===== config.mk =====
export PLATFORM = sky130hd
export DESIGN_NAME = divider_sensor_temperature_convert_flat
export DESIGN_NICKNAME = d
export VERILOG_FILES = /design/src/sv/dstc_pkg.sv /design/src/sv/dstc_if.sv /design/src/sv/divider_sensor_temperature_convert.sv /design/src/sv/dstc_front.sv /design/src/sv/dstc_div_stage.sv /design/src/sv/dstc_back.sv /design/src/flat_wrapper.sv
export SDC_FILE = /design/constraint.sdc
export NUM_CORES = 2
export LEC_CHECK = 0
export ABC_AREA = 1
export BUFFER_PORTS_ARGS = -buffer_cell sky130_fd_sc_hd__buf_2
export CAP_MARGIN = 5
export CORE_ASPECT_RATIO = 0.75
export CORE_MARGIN = 4
export CORE_UTILIZATION = 60
export CTS_BUF_LIST = sky130_fd_sc_hd__clkbuf_4 sky130_fd_sc_hd__clkbuf_8
export DETAILED_ROUTE_END_ITERATION = 10
export GPL_TIMING_DRIVEN = 0
export PLACE_DENSITY = 0.73
export SLEW_MARGIN = 20
export SYNTH_ARGS = -nofsm -noshare
export SYNTH_HDL_FRONTEND = slang
export SYNTH_SLANG_ARGS = --single-unit

===== constraint.sdc =====
create_clock -name clk -period 10.1 [get_ports clk]
set_input_delay 0 -clock clk [delete_from_list [all_inputs] [get_ports clk]]
set_output_delay 0 -clock clk [all_outputs]
set_load 0.02 [all_outputs]

===== src/sv/dstc_pkg.sv =====
// Shared types, constants and lookup functions for the divider sensor temperature converter.
package dstc_pkg;

    localparam int MV_W      = 12;
    localparam int PULLUP_W  = 17;
    localparam int TEMP_W    = 16;
    localparam int NUM_W     = MV_W + PULLUP_W;
    localparam int R_W       = 12;
    localparam int REM_W     = MV_W + R_W;
    localparam int DSH_W     = MV_W + R_W - 1;
    localparam int DIV_STEPS = R_W;
    localparam int BAND_W    = 3;
    localparam int COEF_W    = 7;
    localparam int RECIP_W   = 16;
    localparam int X_W       = 22;
    localparam int PROD_W    = X_W + RECIP_W;
    localparam int Q_W       = 16;

    localparam logic [MV_W-1:0]     SUPPLY_MV    = 12'd3300;
    localparam logic [PULLUP_W-1:0] PULLUP_RESET = 17'd1000;
    localparam logic [R_W-1:0]      NOMINAL_OHMS = 12'd1000;
    localparam logic [9:0]          MILLI        = 10'd1000;
    localparam logic [Q_W-1:0]      RISE_LIMIT   = 16'd19900;

    localparam logic signed [TEMP_W-1:0] BASE_CENTIDEG = 16'sd2500;
    localparam logic signed [TEMP_W-1:0] OPEN_CENTIDEG = 16'sd22400;
    localparam logic signed [TEMP_W-1:0] MIN_CENTIDEG  = -16'sd8863;

    // One word in flight through the divider.
    typedef struct packed {
        logic [REM_W-1:0] rem;
        logic [DSH_W-1:0] den_sh;
        logic [R_W-1:0]   quo;
        logic             sat;
        logic             open;
    } dstc_div_t;

    function automatic logic [BAND_W-1:0] band_of(input logic [R_W-1:0] r);
        logic [BAND_W-1:0] b;
        begin
            if (r < 12'd802)
                b = 3'd0;
            else if (r < 12'd874)
                b = 3'd1;
            else if (r < 12'd950)
                b = 3'd2;
            else if (r < 12'd990)
                b = 3'd3;
            else if (r < 12'd1029)
                b = 3'd4;
            else if (r < 12'd1108)
                b = 3'd5;
            else if (r < 12'd1192)
                b = 3'd6;
            else
                b = 3'd7;
            return b;
        end
    endfunction

    // Slope in tenths of an ohm per degree.
    function automatic logic [COEF_W-1:0] coef_of(input logic [BAND_W-1:0] b);
        logic [COEF_W-1:0] c;
        begin
            case (b)
                3'd0:    c = 7'd88;
                3'd1:    c = 7'd85;
                3'd2:    c = 7'd83;
                3'd3:    c = 7'd80;
                3'd4:    c = 7'd79;
                3'd5:    c = 7'd78;
                3'd6:    c = 7'd75;
                default: c = 7'd73;
            endcase
            return c;
        end
    endfunction

    // floor(2^22 / coef); result is low by at most one.
    function automatic logic [RECIP_W-1:0] recip_of(input logic [BAND_W-1:0] b);
        logic [RECIP_W-1:0] m;
        begin
            case (b)
                3'd0:    m = 16'd47662;
                3'd1:    m = 16'd49344;
                3'd2:    m = 16'd50533;
                3'd3:    m = 16'd52428;
                3'd4:    m = 16'd53092;
                3'd5:    m = 16'd53773;
                3'd6:    m = 16'd55924;
                default: m = 16'd57456;
            endcase
            return m;
        end
    endfunction

endpackage


===== src/sv/dstc_if.sv =====
// Handshake interfaces for the sample, result and configuration channels.
interface dstc_in_if;
    logic                         valid;
    logic                         ready;
    logic [dstc_pkg::MV_W-1:0]    adc_millivolts;

    modport source (output valid, output adc_millivolts, input ready);
    modport sink   (input valid, input adc_millivolts, output ready);
endinterface

interface dstc_out_if;
    logic                               valid;
    logic                               ready;
    logic signed [dstc_pkg::TEMP_W-1:0] temp_centideg;
    logic                               open_sensor;

    modport source (output valid, output temp_centideg, output open_sensor, input ready);
    modport sink   (input valid, input temp_centideg, input open_sensor, output ready);
endinterface

interface dstc_cfg_if;
    logic                            valid;
    logic                            ready;
    logic [dstc_pkg::PULLUP_W-1:0]   pullup_ohms;

    modport source (output valid, output pullup_ohms, input ready);
    modport sink   (input valid, input pullup_ohms, output ready);
endinterface


===== src/sv/divider_sensor_temperature_convert.sv =====
// Top level of the divider sensor temperature converter.
// Takes one millivolt word per cycle while sample.ready is high and returns one temperature
// word per input, in order, through 2 front stages (product, range check), 12 restoring
// divider stages (one quotient bit each) and 5 back stages (band, scale, reciprocal multiply,
// correction, result register). Every stage has its own valid bit and a ready that opens
// when the stage is empty, so bubbles close up under output stalls. A sample at or above
// 3300 mV returns 224.00 degrees with open_sensor set. pullup_ohms resets to 1000; the user
// is to write it through cfg only while no word is in flight, as the block does not enforce this.
module divider_sensor_temperature_convert (
    input  logic          clk,
    input  logic          rst_n,
    dstc_cfg_if.sink      cfg,
    dstc_in_if.sink       sample,
    dstc_out_if.source    result
);

    logic [dstc_pkg::PULLUP_W-1:0] pullup_reg;

    logic                  st_valid [dstc_pkg::DIV_STEPS+1];
    logic                  st_ready [dstc_pkg::DIV_STEPS+1];
    dstc_pkg::dstc_div_t   st_word  [dstc_pkg::DIV_STEPS+1];

    assign cfg.ready = 1'b1;

    always_ff @(posedge clk or negedge rst_n)
    begin
        if (!rst_n)
            pullup_reg <= dstc_pkg::PULLUP_RESET;
        else if (cfg.valid)
            pullup_reg <= cfg.pullup_ohms;
    end

    dstc_front u_front (
        .clk         (clk),
        .rst_n       (rst_n),
        .pullup_ohms (pullup_reg),
        .sample      (sample),
        .out_valid   (st_valid[0]),
        .out_ready   (st_ready[0]),
        .out_word    (st_word[0])
    );

    for (genvar i = 0; i < dstc_pkg::DIV_STEPS; i++)
    begin : g_div
        dstc_div_stage u_stage (
            .clk       (clk),
            .rst_n     (rst_n),
            .in_valid  (st_valid[i]),
            .in_ready  (st_ready[i]),
            .in_word   (st_word[i]),
            .out_valid (st_valid[i+1]),
            .out_ready (st_ready[i+1]),
            .out_word  (st_word[i+1])
        );
    end

    dstc_back u_back (
        .clk      (clk),
        .rst_n    (rst_n),
        .in_valid (st_valid[dstc_pkg::DIV_STEPS]),
        .in_ready (st_ready[dstc_pkg::DIV_STEPS]),
        .in_word  (st_word[dstc_pkg::DIV_STEPS]),
        .result   (result)
    );

    a_open_value: assert property (@(posedge clk) disable iff (!rst_n)
        result.valid && result.open_sensor |-> result.temp_centideg == dstc_pkg::OPEN_CENTIDEG)
        else $error("open sensor word without clamp value");

    a_temp_range: assert property (@(posedge clk) disable iff (!rst_n)
        result.valid |-> (result.temp_centideg >= dstc_pkg::MIN_CENTIDEG)
                      && (result.temp_centideg <= dstc_pkg::OPEN_CENTIDEG))
        else $error("temperature out of range");

    // after the last step the shifted divisor has left the upper bits
    a_div_final: assert property (@(posedge clk) disable iff (!rst_n)
        st_valid[dstc_pkg::DIV_STEPS]
        |-> st_word[dstc_pkg::DIV_STEPS].den_sh[dstc_pkg::DSH_W-1:dstc_pkg::MV_W-1] == '0)
        else $error("divider stage count mismatch");

endmodule


===== src/sv/dstc_front.sv =====
// Front end: divider product, denominator, open check and quotient range check.
module dstc_front (
    input  logic                              clk,
    input  logic                              rst_n,
    input  logic [dstc_pkg::PULLUP_W-1:0]     pullup_ohms,
    dstc_in_if.sink                           sample,
    output logic                              out_valid,
    input  logic                              out_ready,
    output dstc_pkg::dstc_div_t               out_word
);

    logic                          v0_reg;
    logic [dstc_pkg::NUM_W-1:0]    num_reg;
    logic [dstc_pkg::MV_W-1:0]     den_reg;
    logic                          open0_reg;
    logic                          rdy0;

    logic                          v1_reg;
    dstc_pkg::dstc_div_t           word_reg;
    dstc_pkg::dstc_div_t           word_next;
    logic                          rdy1;

    logic [dstc_pkg::NUM_W-1:0]    num_next;

    assign rdy1 = !v1_reg || out_ready;
    assign rdy0 = !v0_reg || rdy1;
    assign sample.ready = rdy0;

    assign num_next = {{dstc_pkg::PULLUP_W{1'b0}}, sample.adc_millivolts}
                    * {{dstc_pkg::MV_W{1'b0}}, pullup_ohms};

    always_ff @(posedge clk or negedge rst_n)
    begin
        if (!rst_n)
        begin
            v0_reg <= 1'b0;
            v1_reg <= 1'b0;
        end
        else
        begin
            if (rdy0)
                v0_reg <= sample.valid;
            if (rdy1)
                v1_reg <= v0_reg;
        end
    end

    always_ff @(posedge clk)
    begin
        if (rdy0)
        begin
            num_reg   <= num_next;
            den_reg   <= dstc_pkg::SUPPLY_MV - sample.adc_millivolts;
            open0_reg <= (sample.adc_millivolts >= dstc_pkg::SUPPLY_MV);
        end
        if (rdy1)
            word_reg <= word_next;
    end

    // Quotient of 4096 or more always clamps, so only 12 quotient bits are formed.
    always_comb
    begin
        word_next.rem    = num_reg[dstc_pkg::REM_W-1:0];
        word_next.den_sh = {den_reg, {(dstc_pkg::R_W-1){1'b0}}};
        word_next.quo    = '0;
        word_next.sat    = (num_reg >= {{(dstc_pkg::NUM_W-dstc_pkg::REM_W){1'b0}},
                                        den_reg, {dstc_pkg::R_W{1'b0}}});
        word_next.open   = open0_reg;
    end

    assign out_valid = v1_reg;
    assign out_word  = word_reg;

endmodule


===== src/sv/dstc_div_stage.sv =====
// One restoring division step: one quotient bit per stage.
module dstc_div_stage (
    input  logic                   clk,
    input  logic                   rst_n,
    input  logic                   in_valid,
    output logic                   in_ready,
    input  dstc_pkg::dstc_div_t    in_word,
    output logic                   out_valid,
    input  logic                   out_ready,
    output dstc_pkg::dstc_div_t    out_word
);

    logic                   v_reg;
    dstc_pkg::dstc_div_t    word_reg;
    dstc_pkg::dstc_div_t    word_next;
    logic                   ge;

    assign in_ready = !v_reg || out_ready;

    assign ge = (in_word.rem >= {1'b0, in_word.den_sh});

    always_comb
    begin
        word_next        = in_word;
        word_next.rem    = ge ? (in_word.rem - {1'b0, in_word.den_sh}) : in_word.rem;
        word_next.den_sh = in_word.den_sh >> 1;
        word_next.quo    = {in_word.quo[dstc_pkg::R_W-2:0], ge};
    end

    always_ff @(posedge clk or negedge rst_n)
    begin
        if (!rst_n)
            v_reg <= 1'b0;
        else if (in_ready)
            v_reg <= in_valid;
    end

    always_ff @(posedge clk)
    begin
        if (in_ready)
            word_reg <= word_next;
    end

    assign out_valid = v_reg;
    assign out_word  = word_reg;

endmodule


===== src/sv/dstc_back.sv =====
// Back end: slope band, scaled rise by reciprocal multiply, clamp and result register.
module dstc_back (
    input  logic                   clk,
    input  logic                   rst_n,
    input  logic                   in_valid,
    output logic                   in_ready,
    input  dstc_pkg::dstc_div_t    in_word,
    dstc_out_if.source             result
);

    // B1: magnitude of R - 1000, sign, band
    logic                              v1_reg, rdy1;
    logic [dstc_pkg::R_W-1:0]          d1_reg;
    logic [dstc_pkg::BAND_W-1:0]       b1_reg;
    logic                              neg1_reg, sat1_reg, open1_reg;

    // B2: x = |d| * 1000
    logic                              v2_reg, rdy2;
    logic [dstc_pkg::X_W-1:0]          x2_reg;
    logic [dstc_pkg::BAND_W-1:0]       b2_reg;
    logic                              neg2_reg, sat2_reg, open2_reg;

    // B3: estimate q = x * recip >> 22
    logic                              v3_reg, rdy3;
    logic [dstc_pkg::X_W-1:0]          x3_reg;
    logic [dstc_pkg::Q_W-1:0]          q3_reg;
    logic [dstc_pkg::BAND_W-1:0]       b3_reg;
    logic                              neg3_reg, sat3_reg, open3_reg;

    // B4: correct estimate by one
    logic                              v4_reg, rdy4;
    logic [dstc_pkg::Q_W-1:0]          q4_reg;
    logic                              neg4_reg, sat4_reg, open4_reg;

    // B5: result register
    logic                              v5_reg, rdy5;
    logic signed [dstc_pkg::TEMP_W-1:0] temp5_reg;
    logic                              open5_reg;

    logic                              neg_c;
    logic [dstc_pkg::R_W-1:0]          d_c;
    logic [dstc_pkg::X_W-1:0]          x_c;
    logic [dstc_pkg::PROD_W-1:0]       p_c;
    logic [dstc_pkg::COEF_W-1:0]       coef_c;
    logic [dstc_pkg::X_W-1:0]          qc_c;
    logic [dstc_pkg::X_W-1:0]          rmd_c;
    logic [dstc_pkg::Q_W-1:0]          q_c;
    logic signed [dstc_pkg::TEMP_W-1:0] qs_c;
    logic signed [dstc_pkg::TEMP_W-1:0] temp_c;

    assign rdy5 = !v5_reg || result.ready;
    assign rdy4 = !v4_reg || rdy5;
    assign rdy3 = !v3_reg || rdy4;
    assign rdy2 = !v2_reg || rdy3;
    assign rdy1 = !v1_reg || rdy2;
    assign in_ready = rdy1;

    assign neg_c = (in_word.quo < dstc_pkg::NOMINAL_OHMS);
    assign d_c   = neg_c ? (dstc_pkg::NOMINAL_OHMS - in_word.quo)
                         : (in_word.quo - dstc_pkg::NOMINAL_OHMS);

    assign x_c = {{(dstc_pkg::X_W-dstc_pkg::R_W){1'b0}}, d1_reg}
               * {{(dstc_pkg::X_W-10){1'b0}}, dstc_pkg::MILLI};

    assign p_c = {{dstc_pkg::RECIP_W{1'b0}}, x2_reg}
               * {{dstc_pkg::X_W{1'b0}}, dstc_pkg::recip_of(b2_reg)};

    assign coef_c = dstc_pkg::coef_of(b3_reg);
    assign qc_c   = {{(dstc_pkg::X_W-dstc_pkg::Q_W){1'b0}}, q3_reg}
                  * {{(dstc_pkg::X_W-dstc_pkg::COEF_W){1'b0}}, coef_c};
    assign rmd_c  = x3_reg - qc_c;
    assign q_c    = (rmd_c >= {{(dstc_pkg::X_W-dstc_pkg::COEF_W){1'b0}}, coef_c})
                  ? (q3_reg + 16'd1) : q3_reg;

    assign qs_c = $signed(q4_reg);

    always_comb
    begin
        if (open4_reg || sat4_reg || (!neg4_reg && (q4_reg > dstc_pkg::RISE_LIMIT)))
            temp_c = dstc_pkg::OPEN_CENTIDEG;
        else if (neg4_reg)
            temp_c = dstc_pkg::BASE_CENTIDEG - qs_c;
        else
            temp_c = dstc_pkg::BASE_CENTIDEG + qs_c;
    end

    always_ff @(posedge clk or negedge rst_n)
    begin
        if (!rst_n)
        begin
            v1_reg <= 1'b0;
            v2_reg <= 1'b0;
            v3_reg <= 1'b0;
            v4_reg <= 1'b0;
            v5_reg <= 1'b0;
        end
        else
        begin
            if (rdy1)
                v1_reg <= in_valid;
            if (rdy2)
                v2_reg <= v1_reg;
            if (rdy3)
                v3_reg <= v2_reg;
            if (rdy4)
                v4_reg <= v3_reg;
            if (rdy5)
                v5_reg <= v4_reg;
        end
    end

    always_ff @(posedge clk)
    begin
        if (rdy1)
        begin
            d1_reg    <= d_c;
            b1_reg    <= dstc_pkg::band_of(in_word.quo);
            neg1_reg  <= neg_c;
            sat1_reg  <= in_word.sat;
            open1_reg <= in_word.open;
        end
        if (rdy2)
        begin
            x2_reg    <= x_c;
            b2_reg    <= b1_reg;
            neg2_reg  <= neg1_reg;
            sat2_reg  <= sat1_reg;
            open2_reg <= open1_reg;
        end
        if (rdy3)
        begin
            x3_reg    <= x2_reg;
            q3_reg    <= p_c[dstc_pkg::PROD_W-1:dstc_pkg::X_W];
            b3_reg    <= b2_reg;
            neg3_reg  <= neg2_reg;
            sat3_reg  <= sat2_reg;
            open3_reg <= open2_reg;
        end
        if (rdy4)
        begin
            q4_reg    <= q_c;
            neg4_reg  <= neg3_reg;
            sat4_reg  <= sat3_reg;
            open4_reg <= open3_reg;
        end
        if (rdy5)
        begin
            temp5_reg <= temp_c;
            open5_reg <= open4_reg;
        end
    end

    assign result.valid         = v5_reg;
    assign result.temp_centideg = temp5_reg;
    assign result.open_sensor   = open5_reg;

endmodule

===== src/flat_wrapper.sv =====
// flat-port wrapper written by rule: the top's interface ports become plain ports
module divider_sensor_temperature_convert_flat 
  (clk, rst_n, cfg_valid, cfg_pullup_ohms, cfg_ready, sample_valid, sample_adc_millivolts, sample_ready, result_valid, result_temp_centideg, result_open_sensor, result_ready);
  dstc_cfg_if cfg_i ();
  dstc_in_if sample_i ();
  dstc_out_if result_i ();
  input  logic clk;
  input  logic rst_n;
  input wire logic [$bits(cfg_i.valid)-1:0] cfg_valid;
  input wire logic [$bits(cfg_i.pullup_ohms)-1:0] cfg_pullup_ohms;
  output wire logic [$bits(cfg_i.ready)-1:0] cfg_ready;
  input wire logic [$bits(sample_i.valid)-1:0] sample_valid;
  input wire logic [$bits(sample_i.adc_millivolts)-1:0] sample_adc_millivolts;
  output wire logic [$bits(sample_i.ready)-1:0] sample_ready;
  output wire logic [$bits(result_i.valid)-1:0] result_valid;
  output wire logic [$bits(result_i.temp_centideg)-1:0] result_temp_centideg;
  output wire logic [$bits(result_i.open_sensor)-1:0] result_open_sensor;
  input wire logic [$bits(result_i.ready)-1:0] result_ready;
  assign cfg_i.valid = cfg_valid;
  assign cfg_i.pullup_ohms = cfg_pullup_ohms;
  assign cfg_ready = cfg_i.ready;
  assign sample_i.valid = sample_valid;
  assign sample_i.adc_millivolts = sample_adc_millivolts;
  assign sample_ready = sample_i.ready;
  assign result_valid = result_i.valid;
  assign result_temp_centideg = result_i.temp_centideg;
  assign result_open_sensor = result_i.open_sensor;
  assign result_i.ready = result_ready;
  divider_sensor_temperature_convert u_core (.clk(clk), .rst_n(rst_n), .cfg(cfg_i), .sample(sample_i), .result(result_i));
endmodule

Word level (Yosys, flattened, before mapping)
Index checks and enable logic that the tools add are counted.
Word-level totals
  bits in registers: 734
  input port bits: 34
  word-level logic and storage cells: 235
  output and inout port bits: 20
Operators by class
  add/subtract/negate cells: 18
  $mul: 4
  mux-type cells: 22
  equal/unequal tests: 12
  reductions and logical operators: 46
  order comparisons: 24
Operators with widths (number)
  two-way mux 24 bit: 11
  case mux 15 bit (7 select lines): 1
  < comparator 12 x 10 -> 1 bit (second input constant): 5
  < comparator 12 x 11 -> 1 bit (second input constant): 3
  multiplier 19 x 16 -> 35 bit: 1
  case mux 5 bit (7 select lines): 1
  two-way mux 16 bit: 2
  greater-or-equal comparator 29 x 24 -> 1 bit: 1
  multiplier 12 x 17 -> 29 bit: 1
  greater-or-equal comparator 24 x 12 -> 1 bit: 1
  greater-or-equal comparator 24 x 13 -> 1 bit: 1
  greater-or-equal comparator 24 x 14 -> 1 bit: 1
  greater-or-equal comparator 24 x 15 -> 1 bit: 1
  greater-or-equal comparator 24 x 16 -> 1 bit: 1
  greater-or-equal comparator 24 x 17 -> 1 bit: 1
  greater-or-equal comparator 24 x 18 -> 1 bit: 1
  greater-or-equal comparator 24 x 19 -> 1 bit: 1
  greater-or-equal comparator 24 x 20 -> 1 bit: 1
  greater-or-equal comparator 24 x 21 -> 1 bit: 1
  greater-or-equal comparator 24 x 22 -> 1 bit: 1
  greater-or-equal comparator 24 x 23 -> 1 bit: 1
  subtractor 24 x 13 -> 24 bit: 1
  subtractor 24 x 14 -> 24 bit: 1
  subtractor 24 x 15 -> 24 bit: 1
  other kinds (32): 85

Depth between registers and ports, before layout
  word-level depth: 20
  gate-level depth with buffers: 33
  depth with buffers taken out: 32

By module
Synthesis repeated with hierarchy kept, for this count alone.
Second synthesis, totals
  cells, all modules: 10338
  area total of the unflattened synthesis: 81061.5 um^2
By module, submodules not included
  dstc_div_stage at u_core.g_div[1].u_stage ...: cells each 537, seq. area each 1826.8 um^2, times used 9, area an instance 4053.9 um^2
  dstc_back: cells each 2521, seq. area each 3728.6 um^2, times used 1, area an instance 21132.8 um^2
  dstc_div_stage at u_core.g_div[0].u_stage ...: cells each 537, seq. area each 1826.8 um^2, times used 3, area an instance 4067.7 um^2
  dstc_front: cells each 1299, seq. area each 2452.4 um^2, times used 1, area an instance 10541.4 um^2
  divider_sensor_temperature_convert: cells each 74, seq. area each 432.9 um^2, times used 1, area an instance 699.4 um^2

Worst setup path before layout
OpenSTA, ideal clock, no wires.
  path type: reg2reg
  start: reg u_core.u_back.v5_reg (netlist: u_core.u_back.result.valid)
  end: reg u_core.u_front.den_reg[0] in the netlist's numbering, enable pin
  data required time: 9.283 ns
  cell stages (with the launch flop): 10
  library setup time: 0.817 ns
  path buffers: 0
  arrival time: 7.121 ns
  period minus slack after synthesis: 7.938 ns
  path slack: 2.162 ns
  cell sequence: dfrtp_1 > nand4_2 > nor2_2 > nand4_2 > nor2_4 > nand4_2 > nor2_4 > nand4_2 > nor2_2 > nand4_1
On the way
  cells in the longest elaborated chain, start to end: 20
Ends and longest elaborated chain
  start, declared: RTL line dstc_back.sv:36  | logic v5_reg, rdy5;
  start signal, assigned: RTL line dstc_back.sv:108  | v5_reg <= v4_reg;
  zero test 1 bit: RTL line dstc_back.sv:51  | assign rdy5 = !v5_reg || result.ready;
  logical OR 1 bit: RTL line dstc_back.sv:51
  logical OR 1 bit: RTL line dstc_back.sv:52  | assign rdy4 = !v4_reg || rdy5;
  logical OR 1 bit: RTL line dstc_back.sv:53  | assign rdy3 = !v3_reg || rdy4;
  net u_core.u_back.rdy3: RTL line dstc_back.sv:24  | logic v3_reg, rdy3;
  logical OR 1 bit: RTL line dstc_back.sv:54  | assign rdy2 = !v2_reg || rdy3;
  logical OR 1 bit: RTL line dstc_back.sv:55  | assign rdy1 = !v1_reg || rdy2;
  logical OR 1 bit (2 in a row): RTL line dstc_div_stage.sv:18  | assign in_ready = !v_reg || out_ready;
  net u_core.g_div[10].u_stage.in_ready: RTL line dstc_div_stage.sv:6  | output logic in_ready,
  logical OR 1 bit (4 in a row): RTL line dstc_div_stage.sv:18
  net u_core.g_div[5].u_stage.out_ready: RTL line dstc_div_stage.sv:9  | input logic out_ready,
  logical OR 1 bit (4 in a row): RTL line dstc_div_stage.sv:18
  net u_core.g_div[1].u_stage.out_ready: RTL line dstc_div_stage.sv:9
  logical OR 1 bit (2 in a row): RTL line dstc_div_stage.sv:18
  logical OR 1 bit: RTL line dstc_front.sv:25  | assign rdy1 = !v1_reg || out_ready;
  logical OR 1 bit: RTL line dstc_front.sv:26  | assign rdy0 = !v0_reg || rdy1;
  net sample_ready: RTL line flat_wrapper.sv:14  | output wire logic [$bits(sample_i.ready)-1:0] sample_ready;
  end signal, assigned: RTL line dstc_front.sv:53  | den_reg <= dstc_pkg::SUPPLY_MV - sample.adc_millivolts;
  end, declared: RTL line dstc_front.sv:14  | logic [dstc_pkg::MV_W-1:0] den_reg;
The timed path passes the listed nets, and every way through them passes these cells.
A chain may end at the register's enable or synchronous reset.

Worst setup path in the final report
  start: reg u_core.u_back.b2_reg[0] in the netlist's numbering
  end: reg u_core.u_back.q3_reg[15] in the netlist's numbering, data pin
On the way
  cells in the longest elaborated chain, start to end: 3
  elaborated cells on any way between the ends: 9
  classes of those cells: mul (1); eq/ne (6); mux (1); reduce/logical (1)
Ends and longest elaborated chain
  start, declared: RTL line dstc_back.sv:20  | logic [dstc_pkg::BAND_W-1:0] b2_reg;
  start signal, assigned: RTL line dstc_back.sv:125  | b2_reg <= b1_reg;
  == test 3 bit (tied with other cells): RTL line dstc_pkg.sv:83  | case (b)
  case mux 15 bit (7 select lines) (*): RTL line dstc_pkg.sv:83
  multiplier 19 x 16 -> 35 bit (*): RTL line dstc_back.sv:66  | * {{dstc_pkg::X_W{1'b0}}, dstc_pkg::recip_of(b2_reg)};
  net u_core.u_back.p_c (one bit): RTL line dstc_back.sv:43  | logic [dstc_pkg::PROD_W-1:0] p_c;
  end signal, assigned: RTL line dstc_back.sv:133  | q3_reg <= p_c[dstc_pkg::PROD_W-1:dstc_pkg::X_W];
  end, declared: RTL line dstc_back.sv:26  | logic [dstc_pkg::Q_W-1:0] q3_reg;
The timed path passes the listed nets; every way through them passes the cells marked *.

==> flow_summary_export.csv <==
group,metric,value,unit
synth,synth_enable_flop_cells,698,
synth,share_of_flip_flops_with_an_asynchronous_set_or_reset,4.90,%
floorplanning,die_width,363,um
synth,mappedNetlistArea,56600,um^2
worst_setup_path,reg2reg_depth,26,
worst_setup_path,timing.critical_path.fanout_max,10,
finish,fin_util,66.0,%
route,dr.pass1.iters,6,
finish,flow.area_growth_from_synthesis,8.96,%
finish,post_route_cells_drive_above_1_share,5.76,%
global_routing,leftover_overflow_at_the_end_of_global_routing,0,
finish,largest_register_ffs,498,
timing,timing.clock.skew,0.0603,ns
timing,worst_slew_pin_slew,0.969,ns
place,routabilityCongestion,0.992,
timing,max_slew_violation_total_from_the_final_report,0,
cts,cts.clk_slew.worst_paths,0.06,ns
synth,syn_avg_cell_area,9.66,um^2
synth,synth_top_area_share,37.0,%
global_routing,groute.layer.met2.usage,40.0,%
timing,fin_crit,8.52,ns
synth,synthTopCellsByArea,"edfxtp_1, fa_1, ha_1",
synth,syn_nets,6832,
cts,cts_resized,0,
global_routing,number_of_antenna_violations_at_the_first_check_in_global_routing,3,
floorplanning,dieHeight,274,um
synth,number_of_cells_produced_by_synthesis,5855,
global_routing,first_pass_grt_wire_length,215000,um
synth,yosys.cell_types.count,69,
timing,fin_tns_setup,0,ns
worst_setup_path,crit_slowest_cell,"a21oi_1",
route,post_drt_wl_per_cell,17.8,um
cts,cts-htree-levels,3,
route,drc,0,
floorplanning,initial_utilization,60.5,%
floorplanning,core_area,93500,um^2
timing,setup_viol,0,
min_path,hold_class,"input port to register",
worst_setup_path,worst_ep_required_time,10.66,ns
floorplanning,floorplan.die_area,99300,um^2
route,detail_route.iter0.violations,3494,
synth,synth-seq-cells,734,
outcome,run_status,"finished clean",
timing,layout_worst_path_cycle_share,84.4,%
cts,cts_max_path_buffers,3,
route,antenna_left,0,
worst_setup_path,critPathMaxStageDelay,0.71,ns
place,dp_cells,7146,
timing,relSlewSlack,35.2,%
worst_setup_path,worstSetupStartpointType,"register",
floorplanning,placement_rows,97,
synth,synth_top_cell_by_area,"edfxtp_1",
cts,clock-root-buffer,"clkbuf_8",
timing,report.final.hold_viol_count,0,
synth,yosys_most_used_dff,"edfxtp_1",
synth,yosys_warnings,0,
worst_setup_path,crit_type,"register to register",
global_routing,groute.layer.met1.usage,42.0,%
worst_setup_path,critPathCaptureType,"register",
route,vias_per_cell,5.47,
global_routing,use_met3,5.89,%
global_routing,grt_pass1_vias,40600,
cts,numClockSinks,734,
place,port_buffers,42,
timing,rsz0062_at_grt,"no",
route,via_count_of_the_routed_design,40600,
run,maxCapViolations,0,
finish,nets,7064,
route,finalWirelength,132000,um
worst_setup_path,arrival,9.08,ns
global_routing,pin_count_of_the_biggest_net_entering_global_routing,48,
synth,post_synthesis_sequential_area_ratio,38.7,%
cts,clock_insertion_delay_worst_skew,0.81,ns
min_path,worst_hold_path.num_cells,4,
global_routing,global_route.usage.total,27.3,%
place,dpl.hpwl,105000,um
cts,numCtsBuffers,114,
cts,tritoncts,"built",
finish,layout.cells.non_filler,7426,
global_routing,most_congested_layer_reported_by_global_routing,"met1",
floorplanning,ios,54,
timing,clock.fmax,0.117,GHz
[cells in the mapped netlist, drive strengths merged (19+ instances only)]
cell / n
a21oi: 271
xnor2: 101
nor2: 397
or2: 19
buf: 31
edfxtp: 698
nand4: 52
nor3: 64
fa: 506
nand2: 1166
nor4: 37
clkbuf: 88
xor2: 157
nand3: 171
ha: 437
dfrtp: 30
o21ai: 271
inv: 1192
[through the flow]
stage / hold slack, ns / instance area [um^2] / setup slack (ns)
after global routing: 0.0552 / 61600 / 1.26
after floorplan: -0.296 / 56600 / 2.16
after detailed placement: 0.199 / 58600 / 1.97
after CTS: 0.00964 / 61600 / 1.91
final: 0.0870 / 61600 / 1.58
after global placement: 0.191 / 58300 / -0.233
[per-layer routing]
metal / wire length (um) / part of all wire [%] / vias to the layer above
met3: 11600 / 8.8 / 205
met2: 55400 / 42 / 1504
met5: 0 / 0 / -
met1: 62200 / 47 / 19600
met4: 2870 / 2.2 / 0
li1: - / - / 19300
[cell usage in the layout (no fill, tap or decap), types with 21 or more instances in the layout]
| cell type | Yosys | final |
|---|---|---|
| a21oi_1 | 271 | 271 |
| buf_2 | 14 | 56 |
| clkbuf_1 | 86 | 86 |
| clkbuf_4 | 0 | 32 |
| clkbuf_8 | 0 | 115 |
| clkinv_1 | 6 | 34 |
| dfrtp_1 | 30 | 30 |
| dlygate4sd3_1 | 0 | 61 |
| edfxtp_1 | 698 | 698 |
| fa_1 | 506 | 506 |
| ha_1 | 437 | 437 |
| inv_1 | 1189 | 1186 |
| nand2_1 | 1147 | 1144 |
| nand2_2 | 18 | 21 |
| nand3_1 | 166 | 163 |
| nand4_1 | 47 | 47 |
| nor2_1 | 385 | 385 |
| nor3_1 | 64 | 63 |
| nor4_1 | 37 | 37 |
| o21ai_0 | 253 | 253 |
| xnor2_1 | 101 | 101 |
| xor2_1 | 157 | 157 |
[cell type report]
type	count	area (um^2)
sequential	734	21900
antenna	6	15.0
fill	7510	31800
multi-input combinational	3804	29800
tap	1237	1550
clock buffer	147	1820
inverter	1198	4500
buffer	119	485
clock inverter	65	558
timing repair buffer	116	1050
[worst paths after layout]
check	startpoint	to	slack, ns
max in group asynchronous	rst_n	u_core.g_div[8].u_stage.out_valid$_DFFE_PN0P_	9.41
setup reg to reg	u_core.u_back.b2_reg[0]$_DFFE_PP_	u_core.u_back.q3_reg[15]$_DFFE_PP_	1.58
min in group asynchronous	rst_n	u_core.pullup_reg[9]$_DFFE_PN1P_	0.41
hold reg to reg	u_core.g_div[9].u_stage.out_word[4]$_DFFE_PP_	u_core.g_div[10].u_stage.out_word[5]$_DFFE_PP_	0.39
hold / removal	sample_adc_millivolts[1]	u_core.u_front.num_reg[1]$_DFFE_PP_	0.09
setup / recovery	u_core.u_back.b2_reg[0]$_DFFE_PP_	u_core.u_back.q3_reg[15]$_DFFE_PP_	1.58
[repair_timing]
action | 4_1_cts | 5_1_grt
endpoints found under the hold margin | 68 | 0
setup endpoints to repair | 0 | 0
buffers inserted | 0 | 0
hold buffers | 62 | 0
[kinds of logic (layout without fill, tap and decap cells)]
kind of cell / Yosys count / after routing / share of synthesized area (%)
xor+xnor: 258 / 258 / 3.99
mux: 17 / 17 / 0.338
simple gates: 1937 / 1937 / 14.4
other cells: 1 / 7 / 0.00663
compound gates: 648 / 648 / 6.23
buf+inv: 1317 / 1645 / 8.81
fa+ha+maj: 943 / 943 / 27.6
flops: 734 / 734 / 38.7
[worst max-delay path: cells and delay by family (launching register included)]
family          cells  cell delay, ns
buf+inv             7            1.60
fa+ha+maj           7            3.27
simple gates        8            1.45
flops               1            0.55
compound gates      4            1.37
Power is not shown: default switching activity piles up to over one toggle a cycle in this logic, so the estimate is an artifact.
